===== src/rtl/core/mmfc_pkg.sv =====
// ----------------------------------------------------------------------------
// mmfc_pkg
// shared types, register codes and constants of the motor frame codec
// ----------------------------------------------------------------------------
package mmfc_pkg;

  localparam int unsigned FRACTION_BITS = 16;
  localparam int unsigned DIV_BITS      = 16;
  localparam int unsigned LATENCY       = DIV_BITS + 4;
  localparam int unsigned NUM_LANES     = 5;

  typedef enum logic [2:0] {
    OP_FEEDBACK = 3'd0,
    OP_COMMAND  = 3'd1,
    OP_ENTER    = 3'd2,
    OP_EXIT     = 3'd3,
    OP_CLEAR    = 3'd4,
    OP_SAVE     = 3'd5
  } op_e;

  typedef enum logic [2:0] {
    REG_ANGLE  = 3'd0,
    REG_SPEED  = 3'd1,
    REG_TORQUE = 3'd2,
    REG_STIFF  = 3'd3,
    REG_DAMP   = 3'd4,
    REG_MOTOR  = 3'd5,
    REG_BASE   = 3'd6
  } reg_idx_e;

  typedef enum logic [1:0] {
    KIND_DROPPED = 2'd0,
    KIND_DECODED = 2'd1,
    KIND_TX      = 2'd2
  } kind_e;

  typedef enum logic [1:0] {
    QM_ZERO = 2'd0,
    QM_MAX  = 2'd1,
    QM_DIV  = 2'd2
  } qmode_e;

  typedef struct packed {
    logic [2:0]         op;
    logic [63:0]        rx_frame;
    logic signed [31:0] cmd_angle;
    logic signed [31:0] cmd_speed;
    logic signed [31:0] cmd_torque;
    logic signed [31:0] cmd_stiffness;
    logic signed [31:0] cmd_damping;
  } cmd_t;

  typedef struct packed {
    logic [1:0]         kind;
    logic [10:0]        tx_id;
    logic [63:0]        tx_data;
    logic signed [31:0] fb_angle;
    logic signed [31:0] fb_speed;
    logic signed [31:0] fb_torque;
  } res_t;

  localparam logic [7:0] LAST_ENTER = 8'hFC;
  localparam logic [7:0] LAST_EXIT  = 8'hFD;
  localparam logic [7:0] LAST_CLEAR = 8'hFB;
  localparam logic [7:0] LAST_SAVE  = 8'hFE;
  localparam logic [55:0] FILL_BYTES = 56'hFF_FFFF_FFFF_FFFF;

  function automatic logic [30:0] sat31(input logic [63:0] v);
    logic [30:0] r;
    r = (v > 64'h7FFF_FFFF) ? 31'h7FFF_FFFF : v[30:0];
    return r;
  endfunction

  localparam logic [63:0] ANGLE_RAW  = (64'd25 << FRACTION_BITS) / 64'd2;
  localparam logic [63:0] SPEED_RAW  = (64'd30 << FRACTION_BITS);
  localparam logic [63:0] TORQUE_RAW = (64'd10 << FRACTION_BITS);
  localparam logic [63:0] STIFF_RAW  = (64'd500 << FRACTION_BITS);
  localparam logic [63:0] DAMP_RAW   = (64'd5 << FRACTION_BITS);

  localparam logic [30:0] ANGLE_RST  = sat31(ANGLE_RAW);
  localparam logic [30:0] SPEED_RST  = sat31(SPEED_RAW);
  localparam logic [30:0] TORQUE_RST = sat31(TORQUE_RAW);
  localparam logic [30:0] STIFF_RST  = sat31(STIFF_RAW);
  localparam logic [30:0] DAMP_RST   = sat31(DAMP_RAW);
  localparam logic [3:0]  MOTOR_RST  = 4'd1;
  localparam logic [10:0] BASE_RST   = 11'd0;

endpackage


===== src/rtl/core/mmfc_qdiv.sv =====
// ----------------------------------------------------------------------------
// mmfc_qdiv
// pipelined restoring divider, one quotient bit per register stage
// ----------------------------------------------------------------------------
module mmfc_qdiv (
  input  logic        clk_i,
  input  logic [47:0] num_i,
  input  logic [31:0] den_i,
  output logic [15:0] quo_o
);

  logic [31:0] rem_q [mmfc_pkg::DIV_BITS];
  logic [15:0] low_q [mmfc_pkg::DIV_BITS];
  logic [31:0] den_q [mmfc_pkg::DIV_BITS];
  logic [15:0] quo_q [mmfc_pkg::DIV_BITS];

  for (genvar i = 0; i < mmfc_pkg::DIV_BITS; i++) begin : g_stage
    logic [31:0] rem_in;
    logic [15:0] low_in;
    logic [31:0] den_in;
    logic [15:0] quo_in;
    logic [32:0] trial;
    logic        ge;

    if (i == 0) begin : g_first
      assign rem_in = num_i[47:16];
      assign low_in = num_i[15:0];
      assign den_in = den_i;
      assign quo_in = '0;
    end else begin : g_next
      assign rem_in = rem_q[i-1];
      assign low_in = low_q[i-1];
      assign den_in = den_q[i-1];
      assign quo_in = quo_q[i-1];
    end

    assign trial = {rem_in, low_in[15]};
    assign ge    = trial >= {1'b0, den_in};

    always_ff @(posedge clk_i) begin
      rem_q[i] <= ge ? 32'(trial - {1'b0, den_in}) : trial[31:0];
      low_q[i] <= {low_in[14:0], 1'b0};
      den_q[i] <= den_in;
      quo_q[i] <= {quo_in[14:0], ge};
    end
  end

  assign quo_o = quo_q[mmfc_pkg::DIV_BITS-1];

endmodule


===== config.mk =====
export PLATFORM = sky130hd
export DESIGN_NAME = mmfc_qdiv
export DESIGN_NICKNAME = d
export VERILOG_FILES = /design/src/rtl/core/mmfc_pkg.sv /design/src/rtl/core/mmfc_qdiv.sv
export SDC_FILE = /design/constraint.sdc
export NUM_CORES = 2
export LEC_CHECK = 0
export BUFFER_PORTS_ARGS = -buffer_cell sky130_fd_sc_hd__buf_4
export CAP_MARGIN = 20
export CORE_MARGIN = 2
export CORE_UTILIZATION = 57
export CTS_BUF_LIST = sky130_fd_sc_hd__clkbuf_4 sky130_fd_sc_hd__clkbuf_8 sky130_fd_sc_hd__clkbuf_16
export DETAILED_ROUTE_END_ITERATION = 8
export PLACE_DENSITY = 0.76
export SLEW_MARGIN = 10
export SYNTH_ARGS = -nofsm -noshare
export SYNTH_HDL_FRONTEND = slang
export SYNTH_SLANG_ARGS = --single-unit

===== constraint.sdc =====
create_clock -name clk_i -period 3.1 [get_ports clk_i]
set_clock_uncertainty 0.05 [all_clocks]
set_input_delay 0.31 -clock clk_i [delete_from_list [all_inputs] [get_ports clk_i]]
set_output_delay 0.31 -clock clk_i [all_outputs]
set_load 0.005 [all_outputs]

======== Word-level counts from Yosys, hierarchy flattened ========
Memories as Yosys holds them, arrays and structs flattened.
Index checks and enable logic that the tools add are counted.
Widths: inputs -> output; s select.
storage, ports and cells
  register bits ........................... 0
  RAM bits ................................ 1,520
  input port bits ......................... 81
  output and inout bits ................... 16
  logic and storage cells ................. 52
  memories ................................ 4
memories
  memory  depth  bits a word  read ports  clocked after Yosys merged registers in  wr ports  RTL line         RTL
  den_q   16     32           15          0                                        16        mmfc_qdiv.sv:14  logic [31:0] den_q [mmfc_pkg::DIV_BITS];
  rem_q   16     32           15          0                                        16        mmfc_qdiv.sv:12  logic [31:0] rem_q [mmfc_pkg::DIV_BITS];
  quo_q   16     16           16          0                                        16        mmfc_qdiv.sv:15  logic [15:0] quo_q [mmfc_pkg::DIV_BITS];
  low_q   16     15           15          0                                        16        mmfc_qdiv.sv:13  logic [15:0] low_q [mmfc_pkg::DIV_BITS];
operators by class
  add/sub/neg operators ................... 16
  order comparisons ....................... 16
  mux-type cells .......................... 16
operators with widths
  operator        count
  $ge 33x32->1    16
  $mux 32         16
  $sub 32x32->32  16

======== Longest topological paths before layout ========
An unclocked memory read counts as a cell.
  depth in word-level cells ............... 3
  gate-level depth with buffers ........... 14
  mapped depth without buffers ............ 12

======== Least setup slack after synthesis ========
No wires, ideal clock.
  path type ............................... reg-to-reg
  from .................................... memory den_q[0][1]
  to ...................................... memory rem_q[1][31], in the netlist rem_q[0][63]
  data arrival time ....................... 2,766 ps
  setup slack ............................. 163 ps
  cell stages (with the launch flop) ...... 12
  buffers on the path ..................... 0
  period minus slack after synthesis ...... 2,937 ps
  path through ............................ dfxtp_1 > inv_1 > ha_1 > nor2b_4 > o31a_1 > o311a_1 > o41a_1 > o41ai_2 > o21ai_2 > a31oi_4 > xnor2_1 > mux2_4
RTL lines
  element      RTL line
  from (decl)  mmfc_qdiv.sv:14
  to (decl)    mmfc_qdiv.sv:12

==> flow_metrics.py <==
metrics = {
    "status": {
        "status": "finished, violations left",
        "violations": "setup timing",
    },
    "sta": {
        "fmax_mhz": 299,
        "whs_ns": 0.157,
        "fin_crit_ns": 3.34,
        "fin_tns_setup_ns": -8.65,
        "hold_violations": 0,
        "tightest_slew_ns": 0.795,
        "setup_viol": 164,
        "rsz0062_at_grt": "true",
        "setup_ws_ns": -0.241,
        "finalCritPeriodShare": 1.08,
        "drv_slew": 0,
        "max_slew_margin": 0.468,
    },
    "detailed_routing": {
        "wl_per_cell_um": 20.5,
        "detail-route-antenna-nets": 0,
        "num_vias": 49800,
        "via_per_inst": 5.70,
        "firstDrtPassIters": 5,
        "routed_wl_mm": 179,
        "drt_first_iter_violations": 2591,
        "drcViolationCount": 0,
    },
    "setup_path": {
        "worst-path-max-fanout": 2,
        "r2r_slack_ns": -0.24,
        "cp.required_ns": 3.70,
        "r2r_start": "den_q[0][129]$_DFF_P_",
        "r2r-end": "rem_q[0][167]$_DFF_P_",
        "worstSetupPathType": "reg2reg",
        "reg2reg_depth": 17,
        "start_kind": "flip-flop",
        "end_kind": "flip-flop",
        "critPathArrivalTime_ns": 3.94,
    },
    "clocking": {
        "cts_buffers": 130,
        "cts_tree": "yes",
        "htreeDepth": 4,
        "clock_latency_ns": 0.78,
        "cts.path.max_buffers": 3,
        "clock-root-buffer": "clkbuf_16",
        "cts.sinks": 1216,
        "clk_pin_slew_ns": 0.07,
    },
    "place": {
        "post-dp-hpwl_mm": 128,
        "globalplace.congestion": 1.03,
        "dp_cells": 8298,
        "portBuffers": 96,
    },
    "finish": {
        "drive_above_1_share": 0.239,
        "register_area_um2": 24400,
        "multiInputGateArea_um2": 32200,
        "syn2layout_area_growth_pct": 29.4,
        "postLayoutCoreUtil": 0.743,
        "fin_nets": 7920,
        "fin_cells": 8732,
        "fillCellCount": 7070,
    },
    "logic_synthesis": {
        "seq_area_frac_synth": 0.424,
        "synth-xor-area-share": 0.0596,
        "yosys.area_share.simple": 0.117,
        "syn_nets": 6904,
        "syn_avg_cell_area_um2": 9.12,
        "ys_async_sr_fraction": 0,
        "muxShareOfSynthArea": 0.0382,
        "postSynthCellCount": 6296,
        "synth_top_family_by_area": "compound AO/OA/AOI/OAI gates",
        "synth_cell_types": 95,
        "ys_warn_count": 0,
        "syn_area_um2": 57400,
        "synth_compound_area_frac": 0.190,
        "synth_ff_type": "dfxtp_1",
        "synth-seq-cells": 1216,
        "synthAdderAreaFrac": 0.117,
        "synth-edff-count": 0,
    },
    "floorplanning": {
        "die_w_um": 321,
        "fp-row-count": 116,
        "die_h_um": 321,
        "core_um2": 100000,
        "io_pins": 97,
        "start_util": 0.574,
        "die_area_um2": 103000,
    },
    "hold_path": {
        "min_from": "den_i[25]",
        "hold_end": "den_q[0][25]$_DFF_P_",
        "holdCritPathClass": "in2reg",
        "hold_depth": 2,
    },
    "pwr": {
        "p_leak_uw": 0.0351,
        "fin_total_pwr_uw": 92200,
        "ir_drop_v": 0.000597,
        "p_per_area_nw_per_um2": 1240,
    },
    "global_routing": {
        "grt_max_degree": 54,
        "grt-ovfl-total": 0,
        "grt_pass1_wl_mm": 260,
        "antenna_found_initial": 5,
        "first_global_vias": 51200,
        "grtUsageTotal": 0.321,
    },
    "job": {
        "cap_violations": 0,
    },
}
==> final cells by class <==
class                      instances  share of cell area
timing repair buffer            1054               0.123
antenna                           20            0.000673
clock buffer                     182              0.0517
inverter                         643              0.0325
multi-input combinational       4267               0.433
tap                             1298              0.0218
sequential                      1216               0.328
clock inverter                    52             0.00958
==> cell usage after synthesis, types with 12 or more instances <==
cell | n | share of area
fa_1 | 15 | 0.0052
a211oi_1 | 44 | 0.0058
o21bai_1 | 47 | 0.0061
nand2_1 | 501 | 0.033
nand2b_1 | 68 | 0.0074
and3_1 | 48 | 0.0052
a21o_1 | 246 | 0.032
o31ai_1 | 43 | 0.0056
buf_2 | 29 | 0.0025
a41oi_1 | 13 | 0.0020
a211o_1 | 21 | 0.0032
a21oi_1 | 507 | 0.044
and2_1 | 21 | 0.0023
a31oi_1 | 72 | 0.0078
a2111oi_0 | 12 | 0.0018
o31a_1 | 17 | 0.0026
mux2_2 | 173 | 0.034
xnor2_1 | 225 | 0.034
nand3_1 | 101 | 0.0088
nor2b_1 | 74 | 0.0081
or2_2 | 24 | 0.0026
a21boi_0 | 18 | 0.0024
nor4_1 | 16 | 0.0017
nand4_1 | 95 | 0.010
and4_1 | 13 | 0.0020
o21a_1 | 78 | 0.010
nor2_1 | 330 | 0.022
xor2_1 | 166 | 0.025
o2111ai_1 | 13 | 0.0020
o211ai_1 | 36 | 0.0047
nor3_1 | 71 | 0.0062
mux2i_1 | 22 | 0.0038
o21ai_0 | 414 | 0.036
dfxtp_1 | 1216 | 0.42
ha_1 | 512 | 0.11
inv_1 | 642 | 0.042
clkbuf_1 | 130 | 0.0085
or3_1 | 19 | 0.0021
==> worst max-delay path, cell delays in order, from the launching register on <==
cell,delay [ns]
dfxtp_2,0.34
inv_1,0.07
ha_4,0.27
nor2b_4,0.14
o211ai_1,0.16
buf_4,0.18
buf_4,0.12
buf_4,0.13
buf_4,0.13
buf_4,0.12
buf_4,0.12
buf_4,0.12
nand2_1,0.09
a21oi_1,0.14
o21ai_1,0.38
a21oi_1,0.17
xnor2_1,0.19
mux2_2,0.29
==> report_power, final <==
group,internal (µW),switching (µW)
sequential,20500,2760
clock,9800,6510
combinational,25500,27100
==> cells in the final DEF (no fill, tap or decap), types with 34 or more instances in the layout <==
cell type / n
dfxtp_2: 34
a31oi_1: 55
mux2_2: 124
ha_1: 474
xnor2_1: 225
nor3_1: 66
o21bai_1: 45
nor2b_1: 60
xor2_1: 166
and3_1: 45
nor2_1: 301
buf_12: 39
buf_4: 888
nand4_1: 95
o21ai_0: 380
nand2_1: 499
clkbuf_16: 146
dlygate4sd3_1: 79
a21oi_2: 38
inv_1: 632
o21a_1: 74
a21oi_1: 465
nand2b_1: 66
nand3_1: 95
a21o_1: 244
o211ai_1: 36
a211oi_1: 36
mux2_4: 51
dfxtp_1: 1181
==> routing by layer <==
layer | share of wire | track usage | up-vias
met5 | 0.000078 | 0 | -
li1 | - | - | 24000
met1 | 0.31 | 0.263 | 23200
met4 | 0.12 | 0.302 | 2
met3 | 0.034 | 0.0381 | 880
met2 | 0.54 | 0.645 | 1684
==> worst max-delay path by stage <==
| stage | start | to | slack (ns) |
|---|---|---|---|
| floorplan | den_q[0][1]$_DFF_P_ | rem_q[0][63]$_DFF_P_ | 0.16 |
| global placement | den_q[1][33]$_DFF_P_ | rem_q[1][83]$_DFF_P_ | -0.26 |
| detailed placement | den_q[1][33]$_DFF_P_ | rem_q[1][83]$_DFF_P_ | -0.29 |
| CTS | den_q[0][193]$_DFF_P_ | rem_q[0][244]$_DFF_P_ | -0.04 |
| global route | den_q[0][129]$_DFF_P_ | rem_q[0][167]$_DFF_P_ | -0.26 |
| finish | den_q[0][129]$_DFF_P_ | rem_q[0][167]$_DFF_P_ | -0.24 |
==> cells by family after synthesis <==
family | Yosys count
flip-flops | 1216
XOR/XNOR | 391
buffers and inverters | 814
AO/OA/AOI/OAI | 1729
multiplexers | 197
AND/OR/NAND/NOR | 1422
adder cells (fa/ha/maj) | 527
==> state kept, by name (all words and copies together), names as in the netlist <==
register	cells
den_q	480
low_q	120
quo_q	136
rem_q	480
==> metrics by stage <==
step	worst slack (ns)	cell area, µm²
finish	-0.241	74300
detailed placement	-0.294	65300
global route	-0.255	74300
CTS	-0.0367	71800
global placement	-0.263	65300
floorplan	0.163	57400
==> timing repair <==
| action | in CTS | in global routing |
|---|---|---|
| resized for setup | 152 | 385 |
| pin swaps | 47 | 122 |
| hold buffers | 79 | 0 |
| setup buffers | 29 | 51 |
| gates cloned | 9 | 17 |
| endpoints found under the setup margin | 383 | 436 |
| hold endpoints to repair | 79 | 0 |
Power figures use the tool's default switching activity.
